$ cat config.mk
export PLATFORM = sky130hd
export DESIGN_NAME = msq_div
export DESIGN_NICKNAME = d
export VERILOG_FILES = /design/src/hdl/msq_pkg.sv /design/src/hdl/msq_div.sv
export SDC_FILE = /design/constraint.sdc
export NUM_CORES = 2
export LEC_CHECK = 0
export ABC_CLOCK_PERIOD_IN_PS = 7600
export BUFFER_PORTS_ARGS = -buffer_cell sky130_fd_sc_hd__buf_2
export CELL_PAD_IN_SITES_DETAIL_PLACEMENT = 0
export CELL_PAD_IN_SITES_GLOBAL_PLACEMENT = 1
export CORE_ASPECT_RATIO = 1.5
export CORE_MARGIN = 2
export CORE_UTILIZATION = 54
export CTS_CLUSTER_DIAMETER = 150
export DETAILED_ROUTE_END_ITERATION = 8
export PLACE_DENSITY_LB_ADDON = 0.1
export SETUP_SLACK_MARGIN = 0.2
export SLEW_MARGIN = 40
export SYNTH_ARGS = -nofsm -noshare
export SYNTH_HDL_FRONTEND = slang
export SYNTH_SLANG_ARGS = --single-unit
$ cat constraint.sdc
create_clock -name clk -period 7.6 [get_ports clk]
set_input_delay 0.38 -clock clk [delete_from_list [all_inputs] [get_ports clk]]
set_output_delay 0.38 -clock clk [all_outputs]
set_load 0.01 [all_outputs]
$ cat src/hdl/msq_pkg.sv
`timescale 1ns / 1ps
package msq_pkg;

	localparam int COORD_BITS_DEF = 12;
	localparam int FRAC_BITS_DEF  = 16;
	localparam int VALUE_BITS_DEF = 16;

	// classification codes with a meaning of their own
	localparam logic [3:0] CASE_EMPTY    = 4'd0;
	localparam logic [3:0] CASE_FULL     = 4'd15;
	localparam logic [3:0] CASE_SADDLE_5 = 4'd5;
	localparam logic [3:0] CASE_SADDLE_A = 4'd10;

	// corner weights
	localparam logic [3:0] W_TL = 4'b1000;
	localparam logic [3:0] W_TR = 4'b0100;
	localparam logic [3:0] W_BR = 4'b0010;
	localparam logic [3:0] W_BL = 4'b0001;

	typedef enum logic [1:0] {
		EDGE_TOP    = 2'd0,
		EDGE_RIGHT  = 2'd1,
		EDGE_BOTTOM = 2'd2,
		EDGE_LEFT   = 2'd3
	} edge_t;

	typedef struct packed {
		edge_t from_edge;
		edge_t to_edge;
	} seg_edges_t;

	function automatic logic is_saddle(input logic [3:0] cs);
		is_saddle = (cs == CASE_SADDLE_5) || (cs == CASE_SADDLE_A);
	endfunction

	function automatic logic is_empty(input logic [3:0] cs);
		is_empty = (cs == CASE_EMPTY) || (cs == CASE_FULL);
	endfunction

	// segment edges for a case; second picks the later saddle segment
	function automatic seg_edges_t seg_edges(input logic [3:0] cs, input logic low,
		input logic second);
		seg_edges_t s;
		s = '{EDGE_TOP, EDGE_TOP};
		case (cs)
			4'd1:  s = '{EDGE_LEFT, EDGE_BOTTOM};
			4'd2:  s = '{EDGE_BOTTOM, EDGE_RIGHT};
			4'd3:  s = '{EDGE_LEFT, EDGE_RIGHT};
			4'd4:  s = '{EDGE_RIGHT, EDGE_TOP};
			CASE_SADDLE_5: begin
				if (!second)
					s = low ? seg_edges_t'{EDGE_RIGHT, EDGE_TOP} :
						seg_edges_t'{EDGE_LEFT, EDGE_TOP};
				else
					s = low ? seg_edges_t'{EDGE_LEFT, EDGE_BOTTOM} :
						seg_edges_t'{EDGE_RIGHT, EDGE_BOTTOM};
			end
			4'd6:  s = '{EDGE_BOTTOM, EDGE_TOP};
			4'd7:  s = '{EDGE_LEFT, EDGE_TOP};
			4'd8:  s = '{EDGE_TOP, EDGE_LEFT};
			4'd9:  s = '{EDGE_TOP, EDGE_BOTTOM};
			CASE_SADDLE_A: begin
				if (!second)
					s = low ? seg_edges_t'{EDGE_TOP, EDGE_LEFT} :
						seg_edges_t'{EDGE_TOP, EDGE_RIGHT};
				else
					s = low ? seg_edges_t'{EDGE_BOTTOM, EDGE_RIGHT} :
						seg_edges_t'{EDGE_BOTTOM, EDGE_LEFT};
			end
			4'd11: s = '{EDGE_TOP, EDGE_RIGHT};
			4'd12: s = '{EDGE_RIGHT, EDGE_LEFT};
			4'd13: s = '{EDGE_RIGHT, EDGE_BOTTOM};
			4'd14: s = '{EDGE_BOTTOM, EDGE_LEFT};
			default: s = '{EDGE_TOP, EDGE_TOP};
		endcase
		seg_edges = s;
	endfunction

endpackage

$ cat src/hdl/msq_div.sv
`timescale 1ns / 1ps
module msq_div import msq_pkg::*; #(
	parameter int FRAC_BITS  = FRAC_BITS_DEF,
	parameter int VALUE_BITS = VALUE_BITS_DEF,
	parameter int META_W     = 1
) (
	input  logic                       clk,
	input  logic                       arst_n,
	input  logic                       in_vld,
	input  logic [4*VALUE_BITS-1:0]    in_num,
	input  logic [4*VALUE_BITS-1:0]    in_den,
	input  logic [META_W-1:0]          in_meta,
	output logic                       out_vld,
	output logic [4*(FRAC_BITS+1)-1:0] out_quo,
	output logic [META_W-1:0]          out_meta
);

	localparam int NST = FRAC_BITS + 1;
	localparam int RW  = VALUE_BITS + 1;
	localparam int QW  = FRAC_BITS + 1;

	// a stage for each quotient bit, msb first, and a lane for each edge side by side
	logic              vld_sn  [NST];
	logic [META_W-1:0] meta_sn [NST];
	logic [RW-1:0]     rem_sn  [NST][4];
	logic [VALUE_BITS-1:0] den_sn [NST][4];
	logic [QW-1:0]     quo_sn  [NST][4];

	genvar k, l;
	generate
		for (k = 0; k < NST; k++) begin : g_st
			logic prv_vld;
			logic [META_W-1:0] prv_meta;
			always_comb begin
				if (k == 0) begin
					prv_vld  = in_vld;
					prv_meta = in_meta;
				end else begin
					prv_vld  = vld_sn[(k == 0) ? 0 : k-1];
					prv_meta = meta_sn[(k == 0) ? 0 : k-1];
				end
			end
			always_ff @(posedge clk or negedge arst_n) begin
				if (!arst_n) begin
					vld_sn[k] <= 1'b0;
				end else begin
					vld_sn[k] <= prv_vld;
				end
			end
			always_ff @(posedge clk) begin
				meta_sn[k] <= prv_meta;
			end
			for (l = 0; l < 4; l++) begin : g_ln
				logic [RW-1:0]         r_in;
				logic [VALUE_BITS-1:0] d_in;
				logic [QW-1:0]         q_in;
				logic                  qb;
				always_comb begin
					if (k == 0) begin
						r_in = {1'b0, in_num[l*VALUE_BITS +: VALUE_BITS]};
						d_in = in_den[l*VALUE_BITS +: VALUE_BITS];
						q_in = '0;
					end else begin
						r_in = {rem_sn[(k == 0) ? 0 : k-1][l][RW-2:0], 1'b0};
						d_in = den_sn[(k == 0) ? 0 : k-1][l];
						q_in = quo_sn[(k == 0) ? 0 : k-1][l];
					end
					qb = r_in >= {1'b0, d_in};
				end
				always_ff @(posedge clk) begin
					rem_sn[k][l] <= qb ? r_in - {1'b0, d_in} : r_in;
					den_sn[k][l] <= d_in;
					quo_sn[k][l] <= {q_in[QW-2:0], qb};
				end
			end
		end
		for (l = 0; l < 4; l++) begin : g_out
			assign out_quo[l*QW +: QW] = quo_sn[NST-1][l];
		end
	endgenerate

	assign out_vld  = vld_sn[NST-1];
	assign out_meta = meta_sn[NST-1];

endmodule

==> metrics.cfg <==
[outcome]
run_status=complete, no violations

[yosys]
synthAdderAreaFrac_pct=12.74
synth_top_family_by_area=compound AO/OA/AOI/OAI gates
synthFlopType=dfxtp_1
synth_area_leaders=dfxtp_1 (46%), ha_1 (12%), inv_1 (4.6%)
synth-compound-area-share_pct=14.87
yosys.area_share.simple_pct=10.87
synth_xor_xnor_area_share_pct=4.975
synth_area_per_cell_um2=9.774
syn_area_mm2=0.1166
synth_cells=11920
synthArstFlopShare_pct=0.6310
synth_mux_area_share_pct=5.073
synth_top_cell_by_area=dfxtp_1
ys_seq_area_share_pct=46.35
synth_nets=13200
yosysWarnings=0
synth-edff-count=0
synth_cell_type_count=85
synth_seq_cells=2694
synth_top_area_share_pct=45.98

[flow_run]
drv_cap=0

[sta]
slew_viol_final=0
setup_tns_ns=0
setup_viol_count_final=0
fmax_mhz=282.5
fin_skew_ns=0.02441
rsz0062_at_grt=false
fin_crit_sh_pct=46.58
tightestPinTransition_ns=0.8109
hold_viol=0
period_needed_ns=3.540
slew_headroom_pct=44.55

[cts]
cts_tree=done
cts_buffer_depth=4
htreeDepth=4
post-cts-setup-buffer-count=0
cts-root-buf=clkbuf_16
cts.sinks=2694
cts_buffers=246
clk_pin_slew_ns=0.06
worst_skew_pair.late_latency_ns=0.87

[floorplanning]
dieArea_mm2=0.2196
die_w_um=383.3
floorplan.initialDensity_pct=54.42
row_count=208
fp.coreArea_mm2=0.2142
io_pins=202
die_h_um=573.0

[global_routing]
grt_pass1_vias=81810
globalRouteOverflowTotal=0
grt_max_degree=33
antenna_found_initial=1
grt_pass1_wl_um=384600
grt_use_total_pct=20.72

[critical_path]
crit_top_cell=buf_4
arrival_ns=4.29
path_class=reg2reg
end_kind=register
critPathMaxStageDelay_ns=0.44
crit_path_cell_trace=inv_1, ha_1, nor2b_1, o21ai_0, a21boi_0, o31ai_1, o211ai_1, o2111a_1, a2111oi_4, buf_4, buf_4, mux2_2
worstSetupStartpointType=register
crit_required_ns=8.35
cp_top_family=compound AO/OA/AOI/OAI gates
crit_path_top_delay_cell=o31ai_1
crit_buf_inv=3
crit_fanout=9

[cells_and_area]
postLayoutCoreUtil_pct=61.06
fill_cells=18000
area_growth_pct=12.20
drive_gt1_share_pct=10.08
fin_cells=15420
final_nets=13670

[detailed_routing]
drtAntennaViolNets=0
drt_wl_total_um=232600
wl_per_cell_um=15.08
drc=0
dr.pass1.iters=5
drt-vias-per-instance=5.255
num_vias=81050
first_iter_violations=3062

[placement]
port_buffers=201
place.gp.congestion=0.9268
hpwl_um=181800
place_inst=14850

[power]
power.density_mw_per_mm2=471.7
p_total_w=0.06168
p_leak_nw=60.42
peakVddDrop_uv=245.5

[hold_path]
hold_class=in2async

state kept, by name, indices dropped and copies added, names as in the netlist:
signal,count
den_sn,1024
quo_sn,612
g_st.prv_vld,16
meta_sn,17
rem_sn,1024
out_vld,1
synthesized netlist by cell type, types with 64 or more instances:
cell type and n:
mux2_2 457, or3_1 90, ha_1 1084, and3_1 72, nand2b_1 125, fa_1 64
or2_2 91, a21o_1 222, nor3_1 195, nor2_1 689, clkbuf_1 119, nor2b_1 195
o31ai_1 125, o21a_1 171, xnor2_1 413, nand4_1 113, nand2_1 751, a31oi_1 88
nand3_1 152, a21boi_0 93, a21oi_1 558, o21ai_0 754, inv_1 1424, a211oi_1 104
dfxtp_1 2677, xor2_1 249
cell type report:
type,instances,area (µm²),area share (%)
Timing Repair Buffer,369,2596,1.985
Clock inverter,111,1574,1.204
Multi-Input combinational cell,7656,56740,43.39
Tap cell,2835,3547,2.712
Antenna cell,1,2.502,0.001914
Clock buffer,331,6949,5.314
Inverter,1425,5349,4.090
Sequential cell,2694,54020,41.31
worst reg2reg max path, cell delays in order, from the launching register on:
cell and delay, ns:
dfxtp_1 0.37, inv_1 0.06, ha_1 0.28, nor2b_1 0.13
o21ai_0 0.22, a21boi_0 0.20, o31ai_1 0.44, o211ai_1 0.27
o2111a_1 0.34, a2111oi_4 0.34, buf_4 0.23, buf_4 0.19
mux2_2 0.35
timing repair:
action / in CTS / in global routing
hold buffers: 132 / 0
resized for setup: 0 / 0
endpoints found under the hold margin: 147 / 0
metal layers:
layer  track usage (%)  routed length, µm  up-vias
met1             22.02              94120    37420
met5                 0                  0        -
met3             2.640               6716      524
met2             40.06             121400     1195
met4             9.194              10290        0
li1                  -                  -    41910
stage by stage:
step	hold slack [ns]	area, µm²	setup WS (ns)
finish	0.06756	130800	4.060
detailed placement	0.3009	120900	4.083
global route	0.08905	130800	3.785
CTS	0.06395	130700	4.080
floorplan	0.08441	116600	4.582
global placement	0.2934	120700	3.767
report_power, final:
group / switching (W) / total, W / internal (W)
Sequential: 0.00240 / 0.0215 / 0.0191
Clock: 0.00515 / 0.0128 / 0.00762
Combinational: 0.0146 / 0.0275 / 0.0128
Total: 0.0222 / 0.0617 / 0.0395
kinds of logic (layout without fill, tap and decap cells):
group | Yosys count | after routing
xor+xnor | 662 | 662
other cells | 0 | 1
flops | 2694 | 2694
compound gates | 2666 | 2666
buf+inv | 1574 | 2236
fa+ha+maj | 1148 | 1148
mux | 531 | 531
simple gates | 2649 | 2649
layout by cell type (no fill, tap or decap), drive strengths merged, types with 90 or more instances in the layout:
| master | n |
|---|---|
| nor3 | 195 |
| dlygate4sd3 | 131 |
| o21a | 171 |
| a21boi | 93 |
| buf | 237 |
| a211oi | 112 |
| a21oi | 560 |
| inv | 1432 |
| or3 | 90 |
| mux2 | 478 |
| o21ai | 763 |
| xnor2 | 413 |
| o31ai | 125 |
| nand3 | 152 |
| nand4 | 113 |
| nor2 | 689 |
| dfxtp | 2677 |
| or2 | 92 |
| nor2b | 195 |
| xor2 | 249 |
| a31oi | 90 |
| a21o | 222 |
| ha | 1084 |
| nand2b | 125 |
| nand2 | 751 |
| clkbuf | 332 |
path summary, 6_finish.rpt:
check                           depth (start not counted)           start  slack [ns]          endpoint
worst min-delay path                                    3          arst_n        0.07   g_st[7].prv_vld
worst min register to register                          0  quo_sn[10][10]        0.30    quo_sn[11][11]
worst max register to register                         12   den_sn[0][33]        4.06     rem_sn[1][40]
worst max-delay path                                   12   den_sn[0][33]        4.06     rem_sn[1][40]
min in group clk                                        2      in_den[36]        0.15     den_sn[0][20]
max in group asynchronous                               3          arst_n        7.27  g_st[15].prv_vld
Note: power is estimated with default switching activity, not from simulation.
