### src/hdl/msq_pkg.sv
`timescale 1ns / 1ps
package msq_pkg;

	localparam int COORD_BITS_DEF = 12;
	localparam int FRAC_BITS_DEF  = 16;
	localparam int VALUE_BITS_DEF = 16;

	// classification codes with a meaning of their own
	localparam logic [3:0] CASE_EMPTY    = 4'd0;
	localparam logic [3:0] CASE_FULL     = 4'd15;
	localparam logic [3:0] CASE_SADDLE_5 = 4'd5;
	localparam logic [3:0] CASE_SADDLE_A = 4'd10;

	// corner weights
	localparam logic [3:0] W_TL = 4'b1000;
	localparam logic [3:0] W_TR = 4'b0100;
	localparam logic [3:0] W_BR = 4'b0010;
	localparam logic [3:0] W_BL = 4'b0001;

	typedef enum logic [1:0] {
		EDGE_TOP    = 2'd0,
		EDGE_RIGHT  = 2'd1,
		EDGE_BOTTOM = 2'd2,
		EDGE_LEFT   = 2'd3
	} edge_t;

	typedef struct packed {
		edge_t from_edge;
		edge_t to_edge;
	} seg_edges_t;

	function automatic logic is_saddle(input logic [3:0] cs);
		is_saddle = (cs == CASE_SADDLE_5) || (cs == CASE_SADDLE_A);
	endfunction

	function automatic logic is_empty(input logic [3:0] cs);
		is_empty = (cs == CASE_EMPTY) || (cs == CASE_FULL);
	endfunction

	// segment edges for a case; second picks the later saddle segment
	function automatic seg_edges_t seg_edges(input logic [3:0] cs, input logic low,
		input logic second);
		seg_edges_t s;
		s = '{EDGE_TOP, EDGE_TOP};
		case (cs)
			4'd1:  s = '{EDGE_LEFT, EDGE_BOTTOM};
			4'd2:  s = '{EDGE_BOTTOM, EDGE_RIGHT};
			4'd3:  s = '{EDGE_LEFT, EDGE_RIGHT};
			4'd4:  s = '{EDGE_RIGHT, EDGE_TOP};
			CASE_SADDLE_5: begin
				if (!second)
					s = low ? seg_edges_t'{EDGE_RIGHT, EDGE_TOP} :
						seg_edges_t'{EDGE_LEFT, EDGE_TOP};
				else
					s = low ? seg_edges_t'{EDGE_LEFT, EDGE_BOTTOM} :
						seg_edges_t'{EDGE_RIGHT, EDGE_BOTTOM};
			end
			4'd6:  s = '{EDGE_BOTTOM, EDGE_TOP};
			4'd7:  s = '{EDGE_LEFT, EDGE_TOP};
			4'd8:  s = '{EDGE_TOP, EDGE_LEFT};
			4'd9:  s = '{EDGE_TOP, EDGE_BOTTOM};
			CASE_SADDLE_A: begin
				if (!second)
					s = low ? seg_edges_t'{EDGE_TOP, EDGE_LEFT} :
						seg_edges_t'{EDGE_TOP, EDGE_RIGHT};
				else
					s = low ? seg_edges_t'{EDGE_BOTTOM, EDGE_RIGHT} :
						seg_edges_t'{EDGE_BOTTOM, EDGE_LEFT};
			end
			4'd11: s = '{EDGE_TOP, EDGE_RIGHT};
			4'd12: s = '{EDGE_RIGHT, EDGE_LEFT};
			4'd13: s = '{EDGE_RIGHT, EDGE_BOTTOM};
			4'd14: s = '{EDGE_BOTTOM, EDGE_LEFT};
			default: s = '{EDGE_TOP, EDGE_TOP};
		endcase
		seg_edges = s;
	endfunction

endpackage

### src/hdl/msq_back.sv
`timescale 1ns / 1ps
module msq_back import msq_pkg::*; #(
	parameter int COORD_BITS = COORD_BITS_DEF,
	parameter int FRAC_BITS  = FRAC_BITS_DEF
) (
	input  logic                            clk,
	input  logic                            arst_n,
	input  logic                            head_vld,
	input  logic [2*COORD_BITS+4:0]         head_meta,
	input  logic [4*(FRAC_BITS+1)-1:0]      head_quo,
	output logic                            pop,
	output logic                            strobe,
	output logic [COORD_BITS+FRAC_BITS-1:0] start_x,
	output logic [COORD_BITS+FRAC_BITS-1:0] start_y,
	output logic [COORD_BITS+FRAC_BITS-1:0] end_x,
	output logic [COORD_BITS+FRAC_BITS-1:0] end_y,
	output logic [3:0]                      case_index,
	output logic                            last_segment
);

	localparam int P  = COORD_BITS + FRAC_BITS;
	localparam int QW = FRAC_BITS + 1;
	localparam logic [P-1:0] ONE = P'(1) << FRAC_BITS;

	logic [COORD_BITS-1:0] cx, cy;
	logic [3:0]            cs;
	logic                  low, saddle, empty, emit;
	logic                  second_q;
	seg_edges_t            se;
	logic [P-1:0]          sx, sy, ex, ey;

	function automatic logic [2*P-1:0] point(input edge_t e,
		input logic [COORD_BITS-1:0] x, input logic [COORD_BITS-1:0] y,
		input logic [4*QW-1:0] q);
		logic [P-1:0] bx, by, px, py;
		bx = {x, {FRAC_BITS{1'b0}}};
		by = {y, {FRAC_BITS{1'b0}}};
		case (e)
			EDGE_TOP: begin
				px = bx + P'(q[0*QW +: QW]);
				py = by;
			end
			EDGE_RIGHT: begin
				px = bx + ONE;
				py = by + P'(q[1*QW +: QW]);
			end
			EDGE_BOTTOM: begin
				px = bx + P'(q[2*QW +: QW]);
				py = by + ONE;
			end
			default: begin
				px = bx;
				py = by + P'(q[3*QW +: QW]);
			end
		endcase
		point = {px, py};
	endfunction

	always_comb begin
		{cx, cy, cs, low} = head_meta;
		saddle = is_saddle(cs);
		empty  = is_empty(cs);
		emit   = head_vld && !empty;
		pop    = head_vld && (empty || !saddle || second_q);
		se     = seg_edges(cs, low, second_q);
		{sx, sy} = point(se.from_edge, cx, cy, head_quo);
		{ex, ey} = point(se.to_edge, cx, cy, head_quo);
	end

	always_ff @(posedge clk or negedge arst_n) begin
		if (!arst_n) begin
			second_q <= 1'b0;
			strobe   <= 1'b0;
		end else begin
			strobe <= emit;
			if (emit && saddle)
				second_q <= !second_q;
		end
	end

	always_ff @(posedge clk) begin
		if (emit) begin
			start_x      <= sx;
			start_y      <= sy;
			end_x        <= ex;
			end_y        <= ey;
			case_index   <= cs;
			last_segment <= !saddle || second_q;
		end
	end

endmodule

### config.mk
export PLATFORM = sky130hd
export DESIGN_NAME = msq_back
export DESIGN_NICKNAME = d
export VERILOG_FILES = /design/src/hdl/msq_pkg.sv /design/src/hdl/msq_back.sv
export SDC_FILE = /design/constraint.sdc
export NUM_CORES = 1
export LEC_CHECK = 0
export BUFFER_PORTS_ARGS = -buffer_cell sky130_fd_sc_hd__buf_2
export CORE_ASPECT_RATIO = 1.75
export CORE_UTILIZATION = 52
export CTS_CLUSTER_DIAMETER = 50
export DETAILED_ROUTE_END_ITERATION = 10
export PLACE_DENSITY = 0.81
export RECOVER_POWER = 100
export SYNTH_ARGS = -nofsm -noshare
export SYNTH_HDL_FRONTEND = slang
export SYNTH_SLANG_ARGS = --single-unit
### constraint.sdc
create_clock -name clk -period 2.4 [get_ports clk]
set_input_delay 0.48 -clock clk [delete_from_list [all_inputs] [get_ports clk]]
set_output_delay 0.48 -clock clk [all_outputs]
set_load 0.02 [all_outputs]
==> results.md <==
Place:
- The placed instances occupy a cell area of 8464 um2.
- OpenSTA, run right after detailed placement, puts the worst setup slack at 0.01930 ns.
- The count of buffers from port buffering is 218.
- The placed wire-length estimate is 16.15 mm.
- The final weighted congestion of routability-driven global placement is 1.055.

Drt:
- The remaining routing DRC violations is 0.
- The final layout contains routed wiring with a total length of 22.27 mm.
- The residual antenna-violating net count after detailed routing is 0.
- The post-detailed-route via-to-cell ratio is 5.880.
- The first TritonRoute pass finished after 6 iterations.
- The via total after detailed routing is 6686.
- Dividing the detail-routed wire length by the instance count gives 19.59 um.
- In this run, the number of DRC markers left after iteration 0 of detailed routing was 464.

Synthesis:
- The async set-or-reset flop fraction in the synthesized netlist is 0.01681.
- Synthesis inferred 119 register bits.
- The flip-flop cell with the highest count after synthesis is edfxtp_1.
- The mean post-synth cell area is 9.746 um2.
- The count of flip-flops with a built-in enable after synthesis is 117.
- In this run, distinct cell masters in the synthesized netlist total 67.
- The synthesized netlist occupies a cell area of 6793 um2.
- In the synthesized netlist, the number of instances is 697.
- The post-synthesis cell type with the largest combined area is edfxtp_1.
- Of the post-synthesis cell area, the dominant cell type holds 0.5172.
- The number of synthesis warnings is 0.
- Synthesis produced a netlist with a net count of 807.
- For this run, the register share of the synthesized area comes to 0.5246.
- By area the synthesized netlist is led by edfxtp_1, nand2_1, a21oi_1, xor2_1, xnor2_1.

Timing:
- The worst hold margin is 0.3805 ns.
- Headroom to the max-slew limit came out at 0.4127.
- Setup repair after global routing left no endpoint under its margin.
- The final count of negative-setup-slack endpoints is 0.
- The worst path needs 2.366 ns of the cycle, external delays included.
- Based on the critical path, the design can be clocked at up to 0.4227 GHz.
- Of the available clock period, the critical path in the final layout requires 0.9856.
- The max-slew violation total from the final report came to 0.
- The number of hold violations in the final report is 0.
- Between clock sinks in the finished design, the worst skew comes to 0.007935 ns.
- The least setup slack across all paths after layout is 0.03449 ns.
- For the pin with the worst max-slew slack, the measured transition is 0.8790 ns.

Finish:
- The growth of design area from synthesis to finish is 29.55%.
- The top cell types in the final layout, fill and taps aside, are nand2_1, clkbuf_1, edfxtp_1, a21oi_1, buf_2.
- The post-route standard cell area excluding fillers is 8800 um2.
- The fraction of layout instances using a drive strength above 1 is 0.2172.
- At the end of the flow, the number of nets in the layout was 1064.
- The most common cell after layout, fill and taps aside is nand2_1.

Worst setup path:
- The reg-to-reg critical path endpoint is start_y[27].
- The signal on the critical path passes through nor3b_1 > buf_4 > a211o_1 > nor2_4 > buf_4 > a31oi_1 > a311oi_1.
- The critical path is of the reg -> reg type.
- STA classifies the critical path startpoint as a flip-flop.
- The first element of the critical path is second_q.
- The cell depth of the worst flop-to-flop path is 7.
- The setup slack of the most critical reg-to-reg path is 0.03 ns.
- The worst setup path is captured at a flip-flop.
- The origin of the critical flop-to-flop path is second_q.
- At the worst endpoint, the arrival time is 2.53 ns.
- In this design, the critical path's most frequently occurring cell is buf_4.
- The library cell contributing the largest single delay on the critical path is dfrtp_1.
- The largest stage delay on the critical path is 0.48 ns.
- At the worst endpoint, the required time is 2.57 ns.
- Of all nets on the critical path, the largest fanout is 8.

Pwr:
- The logic gate share of total power is 0.266.
- The power density of the placed cells is 779.9 nW/um2.
- Of the total power, the share spent switching nets is 0.3411.
- In this run the power spent charging and discharging nets is 2.341 mW.
- The total chip power is 6.863 mW.
- Summed over all cells, the static leakage comes to 3.497 nW.
- Cell internal power was estimated by the tool at 4.522 mW.
- The fraction of power consumed by sequential logic is 0.390.
- The maximum vdd drop is 0.5463 mV.
- The part of the power in the clock network is 0.344.

Floorplan:
- The total core area is 12570 um2.
- The die area is 13540 um2.
- The y dimension of the die is 153.2 um.
- The number of core rows is 54.
- The initial utilization of the core area, before any placement, comes to 0.5405.
- The die extent in x is 88.40 um.
- 219 I/O pins were placed.

Global route:
- In the global route stage, overall resource usage came out at 0.3301.
- The initial antenna violation count came to 2.
- Global routing finished with a remaining overflow of 0.
- The first global-routing pass estimated 33.43 mm of wire.
- Entering global routing, the biggest net connects 60 pins.
- The number of global-route vias before repair is 6452.

Clocking:
- The number of buffers added by the clock tree synthesis step is 17.
- After clock tree synthesis, the clock-pin slew on the worst setup and hold paths is 0.06 ns.
- The cell sitting at the root of the clock tree is a clkbuf_16.
- The clock reaches the later pin of the worst-skew pair after 0.41 ns.
- CTS built an H-tree with a depth of 4.
- The clock tree from TritonCTS is yes.
- The post-CTS setup-driven buffer insertion count is 0.
- The number of sinks handled by clock tree synthesis is 119.
- No sink is reached through more buffers than the 2 on the longest clock path.

Status:
- The flow ran to the end, and the final reports show no timing, DRC or antenna violations.

Run:
- The max-capacitance violation count is 0.

Worst hold path:
- The class of the tightest hold or removal check is in -> async.
[stage by stage]
stage | TNS [ns] | util | cells
4_1_cts | 0 | 0.7177 | 1135
2_1_floorplan | -93.58 | - | 697
5_1_grt | 0 | 0.7002 | 1137
6_report | 0 | 0.7002 | 1137
3_3_place_gp | 0 | 0.6735 | 1102
3_5_place_dp | 0 | 0.6735 | 1102
[worst max-delay path: cells and delay by family, from the launching register on]
kind            cells  cell delay [ns]
flops               1             0.48
simple gates        2             0.39
compound gates      3             0.85
buf+inv             2             0.39
[cell usage after synthesis, types with 4 or more instances]
library cell / count
mux2i_1: 12
inv_1: 6
edfxtp_1: 117
xnor2_1: 19
buf_2: 17
buf_4: 5
nand3_1: 16
nand2b_1: 8
nand4_1: 12
ha_1: 10
o21ai_0: 25
or2_2: 4
a211o_1: 4
nor4_1: 5
nand2_1: 166
and4_1: 4
o22ai_1: 6
a21oi_1: 95
nor3_1: 15
nor2b_1: 4
a31oi_1: 7
and3_1: 10
xor2_1: 20
nor2_1: 24
o211ai_1: 4
a211oi_1: 5
clkbuf_1: 21
[layer usage]
| layer | global-route usage | vias up | wire, um | part of all wire |
|---|---|---|---|---|
| met5 | 0 | - | 0 | 0 |
| li1 | - | 3079 | - | - |
| met1 | 0.3620 | 3099 | 7741 | 0.35 |
| met2 | 0.5828 | 423 | 11790 | 0.53 |
| met4 | 0.1797 | 0 | 1107 | 0.050 |
| met3 | 0.05994 | 85 | 1630 | 0.073 |
[worst max-delay path by stage]
stage | endpoint | slack [ns] | cells after the start
finish | start_y[27] | 0.03 | 7
global route | pop | 0.02 | 8
global placement | end_x[27] | 0.06 | 7
floorplan | case_index[0] | -0.79 | 5
CTS | start_y[27] | 0.04 | 6
detailed placement | end_x[27] | 0.02 | 7
[what timing repair did]
action,in CTS,in global routing
setup endpoints to repair,0,1
resized for setup,0,1
hold buffers,1,0
hold endpoints to repair,2,0
[cell type report]
type                       instances  area [um2]
inverter                           6       22.52
multi-input combinational        523        3009
clock inverter                    15       120.1
fill                            1037        3767
tap                              168       210.2
timing repair buffer             287        1444
clock buffer                      17       425.4
antenna                            2       5.005
sequential                       119        3563
[kinds of logic (layout without fill, tap and decap cells)]
kind of cell,after synthesis,after routing,synth area share
buffers and inverters,55,325,0.03868
AND/OR/NAND/NOR,286,286,0.1951
multiplexers,12,12,0.01768
flip-flops,119,119,0.5246
AO/OA/AOI/OAI,176,176,0.1553
XOR/XNOR,39,39,0.05029
other,0,2,0
adder cells (fa/ha/maj),10,10,0.01842
[power groups by stage]
stage	sequential [mW]	combinational (mW)	clock [mW]
5_1_grt	2.70	1.97	2.46
4_1_cts	2.66	1.90	2.38
6_report	2.67	1.83	2.36
2_1_floorplan	2.98	0.875	0
3_5_place_dp	2.71	1.89	0
3_3_place_gp	2.70	1.86	0
[sequential cells by signal (all words and copies together), names as in the netlist]
name and count:
end_x 28, end_y 28, start_x 28, start_y 28, case_index 4, last_segment 1, second_q 1, strobe 1
No activity file was read; power rests on OpenSTA's default activity.
