**config.mk**
```make
export PLATFORM = sky130hd
export DESIGN_NAME = msq_front
export DESIGN_NICKNAME = d
export VERILOG_FILES = /design/src/hdl/msq_pkg.sv /design/src/hdl/msq_front.sv
export SDC_FILE = /design/constraint.sdc
export NUM_CORES = 1
export LEC_CHECK = 0
export ABC_CLOCK_PERIOD_IN_PS = 1000
export BUFFER_PORTS_ARGS = -buffer_cell sky130_fd_sc_hd__buf_2
export CAP_MARGIN = 15
export CORE_AREA = 2 2 165 167
export CTS_CLUSTER_SIZE = 14
export DETAILED_ROUTE_END_ITERATION = 6
export DIE_AREA = 0 0 167 169
export PLACE_DENSITY = 0.85
export SETUP_SLACK_MARGIN = 0.15
export SYNTH_ARGS = -nofsm -noshare
export SYNTH_HDL_FRONTEND = slang
export SYNTH_SLANG_ARGS = --single-unit
export TNS_END_PERCENT = 50
```
**constraint.sdc**
```tcl
create_clock -name clk -period 1 [get_ports clk]
set_clock_uncertainty 0.05 [all_clocks]
set_input_delay 0.15 -clock clk [delete_from_list [all_inputs] [get_ports clk]]
set_output_delay 0.15 -clock clk [all_outputs]
set_load 0.05 [all_outputs]
```
**src/hdl/msq_pkg.sv**
```systemverilog
`timescale 1ns / 1ps
package msq_pkg;

	localparam int COORD_BITS_DEF = 12;
	localparam int FRAC_BITS_DEF  = 16;
	localparam int VALUE_BITS_DEF = 16;

	// classification codes with a meaning of their own
	localparam logic [3:0] CASE_EMPTY    = 4'd0;
	localparam logic [3:0] CASE_FULL     = 4'd15;
	localparam logic [3:0] CASE_SADDLE_5 = 4'd5;
	localparam logic [3:0] CASE_SADDLE_A = 4'd10;

	// corner weights
	localparam logic [3:0] W_TL = 4'b1000;
	localparam logic [3:0] W_TR = 4'b0100;
	localparam logic [3:0] W_BR = 4'b0010;
	localparam logic [3:0] W_BL = 4'b0001;

	typedef enum logic [1:0] {
		EDGE_TOP    = 2'd0,
		EDGE_RIGHT  = 2'd1,
		EDGE_BOTTOM = 2'd2,
		EDGE_LEFT   = 2'd3
	} edge_t;

	typedef struct packed {
		edge_t from_edge;
		edge_t to_edge;
	} seg_edges_t;

	function automatic logic is_saddle(input logic [3:0] cs);
		is_saddle = (cs == CASE_SADDLE_5) || (cs == CASE_SADDLE_A);
	endfunction

	function automatic logic is_empty(input logic [3:0] cs);
		is_empty = (cs == CASE_EMPTY) || (cs == CASE_FULL);
	endfunction

	// segment edges for a case; second picks the later saddle segment
	function automatic seg_edges_t seg_edges(input logic [3:0] cs, input logic low,
		input logic second);
		seg_edges_t s;
		s = '{EDGE_TOP, EDGE_TOP};
		case (cs)
			4'd1:  s = '{EDGE_LEFT, EDGE_BOTTOM};
			4'd2:  s = '{EDGE_BOTTOM, EDGE_RIGHT};
			4'd3:  s = '{EDGE_LEFT, EDGE_RIGHT};
			4'd4:  s = '{EDGE_RIGHT, EDGE_TOP};
			CASE_SADDLE_5: begin
				if (!second)
					s = low ? seg_edges_t'{EDGE_RIGHT, EDGE_TOP} :
						seg_edges_t'{EDGE_LEFT, EDGE_TOP};
				else
					s = low ? seg_edges_t'{EDGE_LEFT, EDGE_BOTTOM} :
						seg_edges_t'{EDGE_RIGHT, EDGE_BOTTOM};
			end
			4'd6:  s = '{EDGE_BOTTOM, EDGE_TOP};
			4'd7:  s = '{EDGE_LEFT, EDGE_TOP};
			4'd8:  s = '{EDGE_TOP, EDGE_LEFT};
			4'd9:  s = '{EDGE_TOP, EDGE_BOTTOM};
			CASE_SADDLE_A: begin
				if (!second)
					s = low ? seg_edges_t'{EDGE_TOP, EDGE_LEFT} :
						seg_edges_t'{EDGE_TOP, EDGE_RIGHT};
				else
					s = low ? seg_edges_t'{EDGE_BOTTOM, EDGE_RIGHT} :
						seg_edges_t'{EDGE_BOTTOM, EDGE_LEFT};
			end
			4'd11: s = '{EDGE_TOP, EDGE_RIGHT};
			4'd12: s = '{EDGE_RIGHT, EDGE_LEFT};
			4'd13: s = '{EDGE_RIGHT, EDGE_BOTTOM};
			4'd14: s = '{EDGE_BOTTOM, EDGE_LEFT};
			default: s = '{EDGE_TOP, EDGE_TOP};
		endcase
		seg_edges = s;
	endfunction

endpackage

```
**src/hdl/msq_front.sv**
```systemverilog
`timescale 1ns / 1ps
module msq_front import msq_pkg::*; #(
	parameter int COORD_BITS = COORD_BITS_DEF,
	parameter int VALUE_BITS = VALUE_BITS_DEF
) (
	input  logic                      clk,
	input  logic                      arst_n,
	input  logic                      take,
	input  logic [VALUE_BITS-1:0]     corner_top_left,
	input  logic [VALUE_BITS-1:0]     corner_top_right,
	input  logic [VALUE_BITS-1:0]     corner_bottom_left,
	input  logic [VALUE_BITS-1:0]     corner_bottom_right,
	input  logic [COORD_BITS-1:0]     cell_x,
	input  logic [COORD_BITS-1:0]     cell_y,
	input  logic [VALUE_BITS-1:0]     threshold,
	output logic                      vld_s1,
	output logic [4*VALUE_BITS-1:0]   num_s1,
	output logic [4*VALUE_BITS-1:0]   den_s1,
	output logic [2*COORD_BITS+4:0]   meta_s1
);

	logic [3:0]            cs;
	logic [VALUE_BITS+1:0] sum;
	logic                  low;
	logic [VALUE_BITS-1:0] n_top, n_right, n_bottom, n_left;
	logic [VALUE_BITS-1:0] d_top, d_right, d_bottom, d_left;

	function automatic logic [VALUE_BITS-1:0] absdiff(input logic [VALUE_BITS-1:0] p,
		input logic [VALUE_BITS-1:0] q);
		absdiff = (p >= q) ? p - q : q - p;
	endfunction

	always_comb begin
		cs = ((corner_top_left > threshold) ? W_TL : 4'b0) |
		     ((corner_top_right > threshold) ? W_TR : 4'b0) |
		     ((corner_bottom_right > threshold) ? W_BR : 4'b0) |
		     ((corner_bottom_left > threshold) ? W_BL : 4'b0);
		sum = {2'b0, corner_top_left} + {2'b0, corner_top_right} +
		      {2'b0, corner_bottom_left} + {2'b0, corner_bottom_right};
		low = sum < {threshold, 2'b00};
		// fraction runs from the first named corner of each edge
		n_top    = absdiff(threshold, corner_top_left);
		d_top    = absdiff(corner_top_right, corner_top_left);
		n_right  = absdiff(threshold, corner_top_right);
		d_right  = absdiff(corner_bottom_right, corner_top_right);
		n_bottom = absdiff(threshold, corner_bottom_left);
		d_bottom = absdiff(corner_bottom_right, corner_bottom_left);
		n_left   = absdiff(threshold, corner_top_left);
		d_left   = absdiff(corner_bottom_left, corner_top_left);
	end

	always_ff @(posedge clk or negedge arst_n) begin
		if (!arst_n) begin
			vld_s1 <= 1'b0;
		end else begin
			vld_s1 <= take;
		end
	end

	always_ff @(posedge clk) begin
		if (take) begin
			num_s1  <= {n_left, n_bottom, n_right, n_top};
			den_s1  <= {d_left, d_bottom, d_right, d_top};
			meta_s1 <= {cell_x, cell_y, cs, low};
		end
	end

endmodule

```
==> run summary, run 1 <==
Synth Net Count: 2205
outcome: stopped before the end
row cnt: 60
Synth Cell Area: 16600 um^2
sequential fraction of the synthesis area: 25.6%
Post-synth EDFFs: 141
H-tree depth: 4
Async SR Flop Fraction: 0.704%
post-placement setup slack: -3.45 ns
clk sinks: 142
share of the synthesized area in the top cell type: 25.5%
die span in y: 169 um
post-CTS sizing: 369
post-synthesis area per instance: 9.31 um^2
die width: 167 um
cells after synthesis: 1786
GPL Wtd Cong: 1.14
Exit stage: 4_1_cts
DPL Wire Length: 59900 um
Synth cell types: 87
hold buffer count at cts: 26
Setup Buffers After CTS: 92
Yosys reg bits: 142
CTS buffer count: 17
CTS Buffer Depth: 2
yosys warns: 0
synth top area cells: edfxtp_1 25%, ha_1 20%, fa_1 5.5%, a21oi_1 4.9%, a21o_1 3.8%
number of port buffers: 264
Synth Flop Type: edfxtp_1
I/O pin count: 265
CTS Root Cell: clkbuf_16
placed cell areas: 23400 um^2
Yosys top cell by area: edfxtp_1
stop err: [ERROR DPL-0038] Utilization greater than 100%, impossible to legalize
Initial Util: 62.7%
==> cells in the mapped netlist, drive strengths merged, types with 4 or more instances <==
cell	count
o21ai	90
mux2i	33
buf	49
o21bai	26
or3	19
a221oi	5
clkbuf	34
a21oi	165
mux2	7
a22o	4
a21o	84
o21a	21
and4	5
a31o	4
o41ai	11
nor4	5
nor2b	27
and2	7
a2111oi	5
xor2	53
inv	156
a31oi	18
and3	15
edfxtp	141
nand4	23
nand2	77
xnor2	58
a211o	7
or2	5
o31ai	13
nand3b	7
nor3	45
ha	266
nor2	90
fa	46
nor3b	5
o22ai	8
o211ai	25
a211oi	28
nand2b	20
o31a	8
nand3	27
a41oi	6
==> through the flow <==
stage	cells	hold WS, ns
after detailed placement	2925	-0.122
after global placement	2925	-0.125
after floorplan	1786	-0.196
==> logic make-up after synthesis <==
kind of cell / count (synthesis) / share of synthesized area (%)
AO/OA/AOI/OAI: 556 / 22.5
XOR/XNOR: 111 / 5.85
adder cells (fa/ha/maj): 312 / 25.6
buffers and inverters: 239 / 6.19
flip-flops: 142 / 25.6
multiplexers: 40 / 2.48
AND/OR/NAND/NOR: 386 / 11.8
==> inputs of run 2 (changes only) <==
--- a/config.mk
+++ b/config.mk
@@ -8,12 +8,10 @@
 export ABC_CLOCK_PERIOD_IN_PS = 1000
 export BUFFER_PORTS_ARGS = -buffer_cell sky130_fd_sc_hd__buf_2
 export CAP_MARGIN = 15
-export CORE_AREA = 2 2 165 167
-export CTS_CLUSTER_SIZE = 14
+export CORE_AREA = 2 2 207 209
 export DETAILED_ROUTE_END_ITERATION = 6
-export DIE_AREA = 0 0 167 169
-export PLACE_DENSITY = 0.85
-export SETUP_SLACK_MARGIN = 0.15
+export DIE_AREA = 0 0 209 211
+export PLACE_DENSITY_LB_ADDON = 0.15
 export SYNTH_ARGS = -nofsm -noshare
 export SYNTH_HDL_FRONTEND = slang
 export SYNTH_SLANG_ARGS = --single-unit
==> run summary, run 2 <==
leading cell types by count after synthesis: 266 x ha_1, 162 x a21oi_1, 156 x inv_1, 141 x edfxtp_1, 90 x nor2_1 (unchanged)
layout cells sized above 1: 50.8%
final wirelength: 73700 um
die span in y: 211 um (was 169 um)
leak pwr: 13.2 nW
post-route insts no fill: 3345
final hold slack: 0.0219 ns
Final Critical Period: 3.72 ns
Internal: 21.8 mW
I/O pin count: 265 (unchanged)
GPL Wtd Cong: 0.987 (was 1.14)
largest registers: den_s1 x64, num_s1 x48, meta_s1 x29
clk sinks: 142 (unchanged)
outcome: finished, violations left (was stopped before the end)
Area Growth Syn to Fin: 68.1%
CP max stage delay: 0.51 ns
initial antenna violation count: 3
CP required: 1.19 ns
Fmax: 269 MHz
GRT overflow: 0
Clk pwr share: 16.2%
Setup Crit Path Kind: primary input to register
Yosys reg bits: 142 (unchanged)
final worst-path cycle share: 372%
Slew headroom: 48.8%
post-synthesis area per instance: 9.31 um^2 (unchanged)
RSZ-0062 raised after global routing: yes
post-placement setup slack: -3.31 ns (was -3.45 ns)
peak supply drop: 1.18 mV
placed cell areas: 24200 um^2 (was 23400 um^2)
CTS Buffer Depth: 2 (unchanged)
die area: 44100 um^2
Reg clk slew, reported paths: 0.07 ns
Net Sw Frac: 44.2%
sw power: 17.2 mW
Synth cell types: 87 (unchanged)
PnR worst setup slack: -2.72 ns
Routed wire per std cell: 22.0 um
Final #Nets: 3210
die width: 209 um (was 167 um)
CTS buffer count: 17 (unchanged)
most frequent cells in the layout: 702 x buf_4, 243 x buf_2, 205 x ha_1, 141 x edfxtp_1, 126 x a21oi_1
drt first pass iters: 5
largest net degree at the start of global routing: 56
Sum Neg Setup Slack: -202.96 ns
Slew @ Worst Pin: 0.758 ns
yosys warns: 0 (unchanged)
core area: 41800 um^2
post-route cell area: 28000 um^2
vias in the first global route: 18.4k
Vias/cell: 5.40
failing checks: negative setup slack
Worst path slowest cell: fa_1
DPL Wire Length: 60200 um (was 59900 um)
Pwr Density: 1390 nW/um^2
Hold Path Class: primary input to register
post-route DRC violation count: 0
Critical Path Source Type: primary input
Synth Flop Type: edfxtp_1 (unchanged)
CP endpoint kind: register
total track usage: 32.9%
Largest Register: den_s1
CTS tree: built
Largest register FFs: 64
via count: 18.1k
combinational share of power: 62.7%
H-tree depth: 4 (unchanged)
Max Cap Violations: 0
most common cell after layout, fill and taps aside: buf_4
Initial Util: 39.8% (was 62.7%)
first-pass GRT wire length: 107000 um
Synth Cell Area: 16600 um^2 (unchanged)
cells after synthesis: 1786 (unchanged)
final setup fails: 268
dpl cells: 3194 (was 2925)
first-iteration detailed-routing DRC count: 1357
number of port buffers: 264 (unchanged)
Synth Net Count: 2205 (unchanged)
critical path cell sequence: buf_8 -> clkinvlp_4 -> fa_1 -> inv_1 -> fa_1 -> nand2_1 -> nor2_2 -> fa_2 -> a21o_1 -> a21oi_2 -> o21bai_2 -> a21o_1 -> a31o_2 -> a41oi_2 -> nor2b_2 -> xnor2_1 -> ha_1 -> o2111ai_1 -> o21ai_1 -> a31oi_1
count leader, synth: ha_1 (unchanged)
Pins Over Slew Limit: 0
share of the synthesized area in the top cell type: 25.5% (unchanged)
Post-synth EDFFs: 141 (unchanged)
worst-path fanout max: 2
arrival time worst endpoint: 3.91 ns
sequential fraction of the synthesis area: 25.6% (unchanged)
Yosys top cell by area: edfxtp_1 (unchanged)
synth top area cells: edfxtp_1 25%, ha_1 20%, fa_1 5.5%, a21oi_1 4.9%, a21o_1 3.8% (unchanged)
CTS Root Cell: clkbuf_16 (unchanged)
row cnt: 75 (was 60)
Final Hold Viols: 0
Async SR Flop Fraction: 0.704% (unchanged)
Routed Antenna Nets: 0
Flop pwr share: 21.2%
==> run 2: cell counts after synthesis <==
Identical to the previous run, type by type.
==> run 2: worst max-delay path: cells and delay by family <==
kind / cells / cell delay, ns
and+or+nand+nor: 3 / 0.30
xor gates and xnor gates: 1 / 0.09
AOI/OAI and AO/OA: 9 / 1.43
buffers and inverters: 3 / 0.27
adders and majority gates: 4 / 1.65
==> run 2: path summary, 6_finish.rpt <==
path	startpoint	end	slack, ns	cells after the start
max in group asynchronous	arst_n	vld_s1$_DFF_PN0_	0.36	3
worst max-delay path	corner_bottom_left[1]	meta_s1[0]$_DFFE_PP_	-2.72	20
worst min-delay path	take	den_s1[14]$_DFFE_PP_	0.02	2
min in group asynchronous	arst_n	vld_s1$_DFF_PN0_	0.44	3
==> run 2: area by class of cell <==
| type | count | area, um^2 |
|---|---|---|
| Fill cell | 3323 | 13800 |
| Multi-Input combinational cell | 1405 | 13600 |
| Timing Repair Buffer | 1069 | 8180 |
| Sequential cell | 142 | 4260 |
| Tap cell | 539 | 674 |
| Inverter | 156 | 671 |
| Clock buffer | 18 | 439 |
| Clock inverter | 14 | 121 |
| Antenna cell | 2 | 5.00 |
==> run 2: through the flow <==
step                util, %  power [mW]
floorplan                 -        21.5
global placement       58.0        29.2
detailed placement     58.0        29.5
CTS                    64.9        38.0
global route           66.9        40.9
finish                 66.9        39.0
==> run 2: routing by layer <==
layer / wire (um) / track usage (%)
met2: 34700 / 54.3
met4: 2500 / 12.4
met1: 32400 / 44.1
met5: 18 / 0
met3: 4140 / 4.37
==> run 2: power groups by stage <==
| stage | Sequential [mW] | Clock, mW | Combinational [mW] |
|---|---|---|---|
| floorplan | 12.0 | 0 | 9.52 |
| global placement | 8.36 | 0 | 20.9 |
| detailed placement | 8.37 | 0 | 21.1 |
| CTS | 8.26 | 6.44 | 23.3 |
| global route | 8.34 | 6.62 | 25.9 |
| finish | 8.25 | 6.30 | 24.4 |
==> run 2: timing repair <==
item / 4_1_cts / 5_1_grt
pin swaps: 130 / 78
endpoints found under the hold margin: 26 / 0
gates resized for setup: 312 / 110
endpoints found under the setup margin: 268 / 268
hold buffers: 27 / 0
setup buffers: 51 / 42
gates cloned: 7 / 1
==> run 2: cells by family after synthesis <==
kind of cell	Yosys count	synth area share (%)
muxes	40	2.48
and+or+nand+nor	386	11.8
adders and majority gates	312	25.6
DFF	142	25.6
AOI/OAI and AO/OA	556	22.5
buffers and inverters	239	6.19
xor gates and xnor gates	111	5.85
Power figures use the tool's default switching activity.
