$ cat src/hdl/msq_pkg.sv
`timescale 1ns / 1ps
package msq_pkg;

	localparam int COORD_BITS_DEF = 12;
	localparam int FRAC_BITS_DEF  = 16;
	localparam int VALUE_BITS_DEF = 16;

	// classification codes with a meaning of their own
	localparam logic [3:0] CASE_EMPTY    = 4'd0;
	localparam logic [3:0] CASE_FULL     = 4'd15;
	localparam logic [3:0] CASE_SADDLE_5 = 4'd5;
	localparam logic [3:0] CASE_SADDLE_A = 4'd10;

	// corner weights
	localparam logic [3:0] W_TL = 4'b1000;
	localparam logic [3:0] W_TR = 4'b0100;
	localparam logic [3:0] W_BR = 4'b0010;
	localparam logic [3:0] W_BL = 4'b0001;

	typedef enum logic [1:0] {
		EDGE_TOP    = 2'd0,
		EDGE_RIGHT  = 2'd1,
		EDGE_BOTTOM = 2'd2,
		EDGE_LEFT   = 2'd3
	} edge_t;

	typedef struct packed {
		edge_t from_edge;
		edge_t to_edge;
	} seg_edges_t;

	function automatic logic is_saddle(input logic [3:0] cs);
		is_saddle = (cs == CASE_SADDLE_5) || (cs == CASE_SADDLE_A);
	endfunction

	function automatic logic is_empty(input logic [3:0] cs);
		is_empty = (cs == CASE_EMPTY) || (cs == CASE_FULL);
	endfunction

	// segment edges for a case; second picks the later saddle segment
	function automatic seg_edges_t seg_edges(input logic [3:0] cs, input logic low,
		input logic second);
		seg_edges_t s;
		s = '{EDGE_TOP, EDGE_TOP};
		case (cs)
			4'd1:  s = '{EDGE_LEFT, EDGE_BOTTOM};
			4'd2:  s = '{EDGE_BOTTOM, EDGE_RIGHT};
			4'd3:  s = '{EDGE_LEFT, EDGE_RIGHT};
			4'd4:  s = '{EDGE_RIGHT, EDGE_TOP};
			CASE_SADDLE_5: begin
				if (!second)
					s = low ? seg_edges_t'{EDGE_RIGHT, EDGE_TOP} :
						seg_edges_t'{EDGE_LEFT, EDGE_TOP};
				else
					s = low ? seg_edges_t'{EDGE_LEFT, EDGE_BOTTOM} :
						seg_edges_t'{EDGE_RIGHT, EDGE_BOTTOM};
			end
			4'd6:  s = '{EDGE_BOTTOM, EDGE_TOP};
			4'd7:  s = '{EDGE_LEFT, EDGE_TOP};
			4'd8:  s = '{EDGE_TOP, EDGE_LEFT};
			4'd9:  s = '{EDGE_TOP, EDGE_BOTTOM};
			CASE_SADDLE_A: begin
				if (!second)
					s = low ? seg_edges_t'{EDGE_TOP, EDGE_LEFT} :
						seg_edges_t'{EDGE_TOP, EDGE_RIGHT};
				else
					s = low ? seg_edges_t'{EDGE_BOTTOM, EDGE_RIGHT} :
						seg_edges_t'{EDGE_BOTTOM, EDGE_LEFT};
			end
			4'd11: s = '{EDGE_TOP, EDGE_RIGHT};
			4'd12: s = '{EDGE_RIGHT, EDGE_LEFT};
			4'd13: s = '{EDGE_RIGHT, EDGE_BOTTOM};
			4'd14: s = '{EDGE_BOTTOM, EDGE_LEFT};
			default: s = '{EDGE_TOP, EDGE_TOP};
		endcase
		seg_edges = s;
	endfunction

endpackage

$ cat src/hdl/msq_fifo.sv
`timescale 1ns / 1ps
module msq_fifo import msq_pkg::*; #(
	parameter int W     = 8,
	parameter int DEPTH = 4
) (
	input  logic         clk,
	input  logic         arst_n,
	input  logic         push,
	input  logic [W-1:0] wdata,
	input  logic         pop,
	output logic         not_empty,
	output logic [W-1:0] rdata
);

	localparam int AW = (DEPTH > 1) ? $clog2(DEPTH) : 1;
	localparam int CW = $clog2(DEPTH + 1);

	logic [W-1:0]  mem [DEPTH];
	logic [AW-1:0] wr_q, rd_q;
	logic [CW-1:0] cnt_q;
	logic [W-1:0]  head_q;
	logic          head_vld_q;
	logic          load, from_mem, bypass, wr_en;

	// head register refills from the array, or straight from the input when the array is empty
	always_comb begin
		load     = !head_vld_q || pop;
		from_mem = load && (cnt_q != '0);
		bypass   = load && (cnt_q == '0) && push;
		wr_en    = push && !bypass;
	end

	always_ff @(posedge clk or negedge arst_n) begin
		if (!arst_n) begin
			wr_q       <= '0;
			rd_q       <= '0;
			cnt_q      <= '0;
			head_vld_q <= 1'b0;
		end else begin
			if (wr_en)
				wr_q <= (wr_q == AW'(DEPTH - 1)) ? '0 : wr_q + 1'b1;
			if (from_mem)
				rd_q <= (rd_q == AW'(DEPTH - 1)) ? '0 : rd_q + 1'b1;
			cnt_q <= cnt_q + CW'(wr_en) - CW'(from_mem);
			if (load)
				head_vld_q <= from_mem || bypass;
		end
	end

	always_ff @(posedge clk) begin
		if (wr_en)
			mem[wr_q] <= wdata;
		if (from_mem)
			head_q <= mem[rd_q];
		else if (bypass)
			head_q <= wdata;
	end

	assign rdata     = head_q;
	assign not_empty = head_vld_q;

endmodule

$ cat config.mk
export PLATFORM = sky130hd
export DESIGN_NAME = msq_fifo
export DESIGN_NICKNAME = d
export VERILOG_FILES = /design/src/hdl/msq_pkg.sv /design/src/hdl/msq_fifo.sv
export SDC_FILE = /design/constraint.sdc
export NUM_CORES = 1
export LEC_CHECK = 0
export BUFFER_PORTS_ARGS = -buffer_cell sky130_fd_sc_hd__buf_2
export CORE_ASPECT_RATIO = 0.7
export CORE_UTILIZATION = 35
export CTS_CLUSTER_DIAMETER = 200
export DETAILED_ROUTE_END_ITERATION = 6
export GPL_TIMING_DRIVEN = 0
export MAX_ROUTING_LAYER = met4
export SLEW_MARGIN = 10
export SYNTH_ARGS = -nofsm -noshare
export SYNTH_HDL_FRONTEND = slang
export SYNTH_SLANG_ARGS = --single-unit
$ cat constraint.sdc
create_clock -name clk -period 2.28 [get_ports clk]
set_clock_uncertainty 0.15 [all_clocks]
set_input_delay 0.114 -clock clk [delete_from_list [all_inputs] [get_ports clk]]
set_output_delay 0.114 -clock clk [all_outputs]
set_load 0.005 [all_outputs]
==> flow_metrics.py, run 1 <==
metrics = {
    "timing": {
        "fin_crit_sh_pct": 100.6,
        "setup_viol": 1,
        "period_needed_ns": 2.294,
        "hold_viol": 0,
        "worst_slack_ns": -0.01386,
        "clock.fmax_mhz": 435.9,
        "tightest_slew_ns": 0.5971,
        "rsz0062_at_grt": "yes",
        "slew-limit-headroom_pct": 60.19,
        "slew_violations": 0,
    },
    "floorplanning": {
        "rows": 22,
        "die_h_um": 65.28,
        "die-area_um2": 6031,
        "die_w_um": 92.40,
        "io_pins": 21,
        "core_area_um2": 5368,
        "initial_core_util_pct": 37.30,
    },
    "clock_network": {
        "clock_path_buffers": 2,
        "ctsHtreeMaxLevel": 2,
        "cts_buffers": 5,
        "cts_tree": "built",
        "clock_latency_ns": 0.29,
        "cts_root_buffer": "clkbuf_8",
        "path_clk_slew_ns": 0.09,
        "clock-sinks": 48,
    },
    "layout": {
        "regArea_um2": 1403,
        "fillers": 485,
        "drive_gt1_share_pct": 45.45,
        "final_area_um2": 2481,
        "utilization_pct": 46.22,
        "multi_input_area_um2": 608.1,
        "antennaDiodeCount": 0,
        "fin_nets": 162,
        "synthToLayoutAreaGrowth_pct": 23.94,
    },
    "route": {
        "dr_total_vias": 1006,
        "postRouteWirelength_um": 3461,
        "drc": 0,
        "ant_nets": 0,
        "first_iter_violations": 19,
        "drt-pass1-iter-count": 4,
        "wl_per_cell_um": 16.10,
        "vias_per_cell": 4.679,
    },
    "critical_path": {
        "required_ns": 2.34,
        "crit_path_max_incr_delay_ns": 0.44,
        "r2r_start": "cnt_q[1]$_DFF_PN0_",
        "path_buf_inv": 3,
        "crit_family": "adder cells",
        "worst_setup_path_end_kind": "flop",
        "critPathMaxFanout": 3,
        "start_kind": "flop",
        "crit_chain": "nor3_4 > buf_6 > nor2b_4 > ha_4 > inv_4 > ha_4 > inv_2 > fa_2 > xnor2_2 > xnor2_1",
        "arrival_ns": 2.36,
        "rrSetupSlack_ns": -0.01,
        "path_class": "flop to flop",
        "rr_worst_depth": 10,
        "r2r_end": "cnt_q[2]$_DFF_PN0_",
        "crit_path_frequent_cell": "ha_4",
        "critical_path.slowest_cell": "dfrtp_2",
    },
    "job": {
        "maxCapViolations": 0,
    },
    "yosys": {
        "yosysSeqAreaShare_pct": 70.00,
        "ys_ff_latch": 48,
        "synth_top_family_by_area": "multiplexers",
        "yosys.area_share.adder_pct": 5.375,
        "syn-num-nets": 119,
        "ys_top_cells_by_area": "edfxtp_1, dfrtp_1, mux4_2",
        "ys.warnings.count": 0,
        "yosysTopAreaCellShare_pct": 60.00,
        "synthSimpleGateAreaFrac_pct": 3.125,
        "synth_xor_area_share_pct": 0.8750,
        "avgSynthCellArea_um2": 20.22,
        "synth_area_um2": 2002,
        "synth-compound-area-share_pct": 0.9375,
        "synth_top_area_cell": "edfxtp_1",
        "synth_cell_types": 19,
        "netlist_instances": 99,
        "synth.area.mux_share_pct": 17.25,
    },
    "global_routing": {
        "grt_pass1_wl_um": 5347,
        "grt_pass1_vias": 1048,
        "antenna_found_initial": 0,
        "gr-total-overflow": 0,
        "gr-usage-all-layers_pct": 12.76,
        "grt_max_degree": 15,
    },
    "pwr": {
        "p_leak_uw": 0.0009384,
        "power_density_nw_per_um2": 1165,
        "ir_worst_vdd_v": 0.0004530,
    },
    "run_status": {
        "outcome": "finished with violations",
        "violations": "negative setup slack",
    },
    "placed_design": {
        "io_buffers": 20,
        "gp_congestion": 0.6673,
        "dpl-instance-area_um2": 2195,
    },
    "hold_path": {
        "hold_path.class": "input port to asynchronous set/reset pin",
    },
}
## power breakdown
group	internal, µW	switching [µW]	leakage, µW
combinational	591	477	0.000436
sequential	1240	103	0.000463
clock	213	269	0.0000388
total	2040	849	0.000938
## final cells by class
cell class / count / area share, %
buffer: 2 / 0.6051
clock buffer: 6 / 2.925
clock inverter: 2 / 0.4539
inverter: 6 / 1.009
multi-input combinational: 42 / 24.51
sequential: 48 / 56.53
tap: 72 / 3.631
timing repair buffer: 37 / 10.34
## worst max path at each step
stage | start | to | slack [ns] | depth (start not counted)
floorplan | cnt_q[2]$_DFF_PN0_ | cnt_q[2]$_DFF_PN0_ | 0.02 | 10
global placement | cnt_q[2]$_DFF_PN0_ | cnt_q[2]$_DFF_PN0_ | -0.10 | 10
detailed placement | cnt_q[2]$_DFF_PN0_ | cnt_q[2]$_DFF_PN0_ | -0.21 | 10
CTS | cnt_q[0]$_DFF_PN0_ | cnt_q[2]$_DFF_PN0_ | -0.02 | 10
global route | cnt_q[1]$_DFF_PN0_ | cnt_q[2]$_DFF_PN0_ | -0.11 | 10
finish | cnt_q[1]$_DFF_PN0_ | cnt_q[2]$_DFF_PN0_ | -0.01 | 10
## worst register-to-register path: cells and delay by family (launching register included)
family	cells	cell delay, ns
XOR/XNOR	2	0.33
adder cells (fa/ha/maj)	3	0.74
flip-flops	1	0.44
buffers and inverters	3	0.24
AND/OR/NAND/NOR	2	0.31
## repair_timing
action	in CTS	in global routing
endpoints found under the hold margin	41	0
gates resized for setup	7	7
endpoints found under the setup margin	2	2
setup buffers	4	3
cloned	0	0
pin swaps	3	6
hold buffers	10	0
## per-layer routing
layer	vias up	wire length [µm]	GRT usage, %
li1	459	-	-
met2	24	1748	20.93
met5	-	0	-
met1	521	1491	15.77
met3	2	204	3.472
met4	0	16	3.516
## placed cells by master, fill, tap and decap left out, drive strengths merged
master | Yosys | final
a21o | 1 | 1
a21boi | 1 | 1
mux4 | 8 | 8
mux2 | 12 | 12
nor2 | 2 | 2
fa | 1 | 1
nor3 | 1 | 1
xnor2 | 2 | 2
buf | 3 | 29
clkbuf | 0 | 6
nand2b | 1 | 1
dfrtp | 8 | 8
inv | 6 | 6
ha | 7 | 7
nand3b | 1 | 1
nor2b | 1 | 1
edfxtp | 40 | 40
dlygate4sd3 | 0 | 10
clkinv | 0 | 1
and2 | 4 | 4
clkinvlp | 0 | 1
## metrics by stage
step | setup TNS [ns] | setup WS (ns) | power [µW] | hold WS (ns) | instances
CTS | -0.02010 | -0.02010 | 2867 | 0.03948 | 212
finish | -0.01386 | -0.01386 | 2890 | 0.03491 | 215
global placement | -0.1036 | -0.1036 | 2200 | -0.1827 | 191
detailed placement | -0.2460 | -0.2080 | 2281 | -0.1704 | 191
global route | -0.1080 | -0.1080 | 3069 | 0.05484 | 215
floorplan | 0 | 0.02198 | 1996 | -0.3316 | 99
## flip-flops by register name, summed over array words and instances (netlist names)
register   flops
cnt_q          3
mem           32
wr_q           2
rd_q           2
rdata          8
not_empty      1
## cells by family after synthesis
group,Yosys count
AO/OA/AOI/OAI,2
XOR/XNOR,2
adder cells (fa/ha/maj),8
buffers and inverters,9
flip-flops,48
multiplexers,20
AND/OR/NAND/NOR,10
## cells in the mapped netlist, drive strengths merged
master	count
a21o	1
buf	3
mux4	8
and2	4
nor2b	1
fa	1
nand3b	1
dfrtp	8
edfxtp	40
a21boi	1
ha	7
nor2	2
mux2	12
nand2b	1
inv	6
xnor2	2
nor3	1
Note: power is estimated with default switching activity, not from simulation.
==> inputs of run 2 (changes only) <==
--- a/config.mk
+++ b/config.mk
@@ -7,11 +7,12 @@
 export LEC_CHECK = 0
 export BUFFER_PORTS_ARGS = -buffer_cell sky130_fd_sc_hd__buf_2
 export CORE_ASPECT_RATIO = 0.7
-export CORE_UTILIZATION = 35
+export CORE_UTILIZATION = 45
 export CTS_CLUSTER_DIAMETER = 200
 export DETAILED_ROUTE_END_ITERATION = 6
 export GPL_TIMING_DRIVEN = 0
 export MAX_ROUTING_LAYER = met4
+export PLACE_DENSITY = 0.66
 export SLEW_MARGIN = 10
 export SYNTH_ARGS = -nofsm -noshare
 export SYNTH_HDL_FRONTEND = slang
==> flow_metrics.py, run 2 (same netlist as run 1, synthesis figures left out) <==
metrics = {
    "clock_network": {
        "path_clk_slew_ns": 0.08,
        "ctsHtreeMaxLevel": 2,
        "cts_tree": "built",
        "cts_root_buffer": "clkbuf_8",
        "clock_latency_ns": 0.30,
        "clock_path_buffers": 2,
        "clock-sinks": 48,
        "cts_buffers": 5,
    },
    "route": {
        "vias_per_cell": 5.261,
        "dr_total_vias": 1047,
        "postRouteWirelength_um": 3396,
        "ant_nets": 0,
        "wl_per_cell_um": 17.07,
        "drc": 0,
        "first_iter_violations": 42,
        "drt-pass1-iter-count": 4,
    },
    "global_routing": {
        "grt_pass1_wl_um": 5678,
        "grt_pass1_vias": 1116,
        "grt_use_met2_pct": 28.81,
        "grt_most_used_layer": "met2",
        "gr-usage-all-layers_pct": 17.92,
        "met3_usage_pct": 4.882,
        "gr-total-overflow": 0,
        "antenna_found_initial": 0,
        "grt_use_met1_pct": 22.34,
        "grt_max_degree": 16,
    },
    "pwr": {
        "ir_worst_vdd_v": 0.0006620,
        "p_leak_uw": 0.0009766,
        "power_density_nw_per_um2": 1194,
    },
    "layout": {
        "antennaDiodeCount": 0,
        "mostFrequentLayoutCell": "edfxtp_1",
        "final_area_um2": 2499,
        "final_cell_mix": "edfxtp_1, buf_2, dlygate4sd3_1",
        "fin_nets": 166,
        "utilization_pct": 61.11,
        "synthToLayoutAreaGrowth_pct": 24.81,
        "largest-register": "mem",
        "drive_gt1_share_pct": 46.26,
        "largest_register_ffs": 32,
    },
    "critical_path": {
        "worst_setup_path_end_kind": "flop",
        "rrSetupSlack_ns": -0.01,
        "r2r_start": "cnt_q[1]$_DFF_PN0_",
        "crit_chain": "nor3_4 > buf_6 > a21boi_4 > inv_1 > ha_1 > inv_1 > ha_2 > inv_2 > fa_2 > xnor2_2 > xnor2_1",
        "critPathMaxFanout": 2,
        "critical_path.slowest_cell": "dfrtp_2",
        "required_ns": 2.32,
        "crit_path_end": "cnt_q[2]$_DFF_PN0_",
        "crit_path_max_incr_delay_ns": 0.44,
        "arrival_ns": 2.33,
        "path_class": "flop to flop",
        "start_kind": "flop",
        "crit_start": "cnt_q[1]$_DFF_PN0_",
        "crit_path_frequent_cell": "inv_1",
        "rr_worst_depth": 11,
        "r2r_end": "cnt_q[2]$_DFF_PN0_",
    },
    "run_status": {
        "outcome": "finished with violations",
        "violations": "negative setup slack",
    },
    "floorplanning": {
        "rows": 19,
        "io_pins": 21,
        "die_h_um": 57.81,
        "core_area_um2": 4089,
        "die-area_um2": 4724,
        "initial_core_util_pct": 48.96,
        "die_w_um": 81.72,
    },
    "placed_design": {
        "io_buffers": 20,
        "pre_cts_slack_ns": -0.1252,
        "dpl-instance-area_um2": 2170,
        "dp_hpwl_um": 2126,
        "gp_congestion": 0.6678,
    },
    "timing": {
        "fin_crit_sh_pct": 100.4,
        "worst_hold_slack_ns": 0.04085,
        "setup_viol": 1,
        "period_needed_ns": 2.290,
        "clock.fmax_mhz": 436.7,
        "tightest_slew_ns": 0.5976,
        "rsz0062_at_grt": "yes",
        "hold_viol": 0,
        "slew_violations": 0,
        "setup_tns_ns": -0.009642,
        "slew-limit-headroom_pct": 60.16,
        "worst_slack_ns": -0.009642,
    },
    "job": {
        "maxCapViolations": 0,
    },
    "hold_path": {
        "hold_path.class": "input port to asynchronous set/reset pin",
    },
}
[run 2: worst min-delay path by stage]
| stage | startpoint | end |
|---|---|---|
| finish | arst_n | cnt_q[2]$_DFF_PN0_ |
| global route | arst_n | wr_q[1]$_DFFE_PN0P_ |
| CTS | arst_n | wr_q[0]$_DFFE_PN0P_ |
| detailed placement | arst_n | wr_q[0]$_DFFE_PN0P_ |
| floorplan | arst_n | cnt_q[0]$_DFF_PN0_ |
| global placement | arst_n | wr_q[0]$_DFFE_PN0P_ |
[run 2: final cells by class]
type | count | area [µm²]
fillers | 296 | 1590
flip-flops and latches | 48 | 1403
multi-input cells | 42 | 593.1
well taps | 52 | 65.06
plain buffers | 2 | 15.01
inverters | 6 | 22.52
clock buffers | 5 | 68.82
clock inverters | 3 | 42.54
repair buffers | 41 | 289.0
[run 2: repair_timing]
| action | 4_1_cts | 5_1_grt |
|---|---|---|
| setup buffers | 6 | 4 |
| endpoints found under the hold margin | 41 | 0 |
| resized for setup | 8 | 4 |
| gates cloned | 0 | 0 |
| pin swaps | 4 | 4 |
| hold buffers | 11 | 0 |
| endpoints found under the setup margin | 1 | 2 |
[run 2: layer usage]
| metal | wire, µm | part of all wire [%] |
|---|---|---|
| met1 | 1493 | 44 |
| met2 | 1707 | 50 |
| met3 | 133 | 3.9 |
| met4 | 62 | 1.8 |
| met5 | 0 | 0 |
[run 2: stage by stage]
stage / instances / power, µW
global placement: 171 / 2191
finish: 199 / 2984
CTS: 196 / 2967
detailed placement: 171 / 2253
global route: 199 / 3188
floorplan: 99 / 1996
[run 2: critical path, delay by kind of cell (launching register included)]
| family | cells | cell delay, ns |
|---|---|---|
| xor gates and xnor gates | 2 | 0.26 |
| buffers and inverters | 4 | 0.29 |
| adders and majority gates | 3 | 0.78 |
| AOI/OAI and AO/OA | 1 | 0.05 |
| and+or+nand+nor | 1 | 0.22 |
| DFF | 1 | 0.44 |
[run 2: power breakdown]
part	internal (µW)	switching [µW]	leakage (µW)	total, µW
clock network	324	277	0.0000541	601
logic	588	457	0.000459	1040
registers	1240	102	0.000463	1340
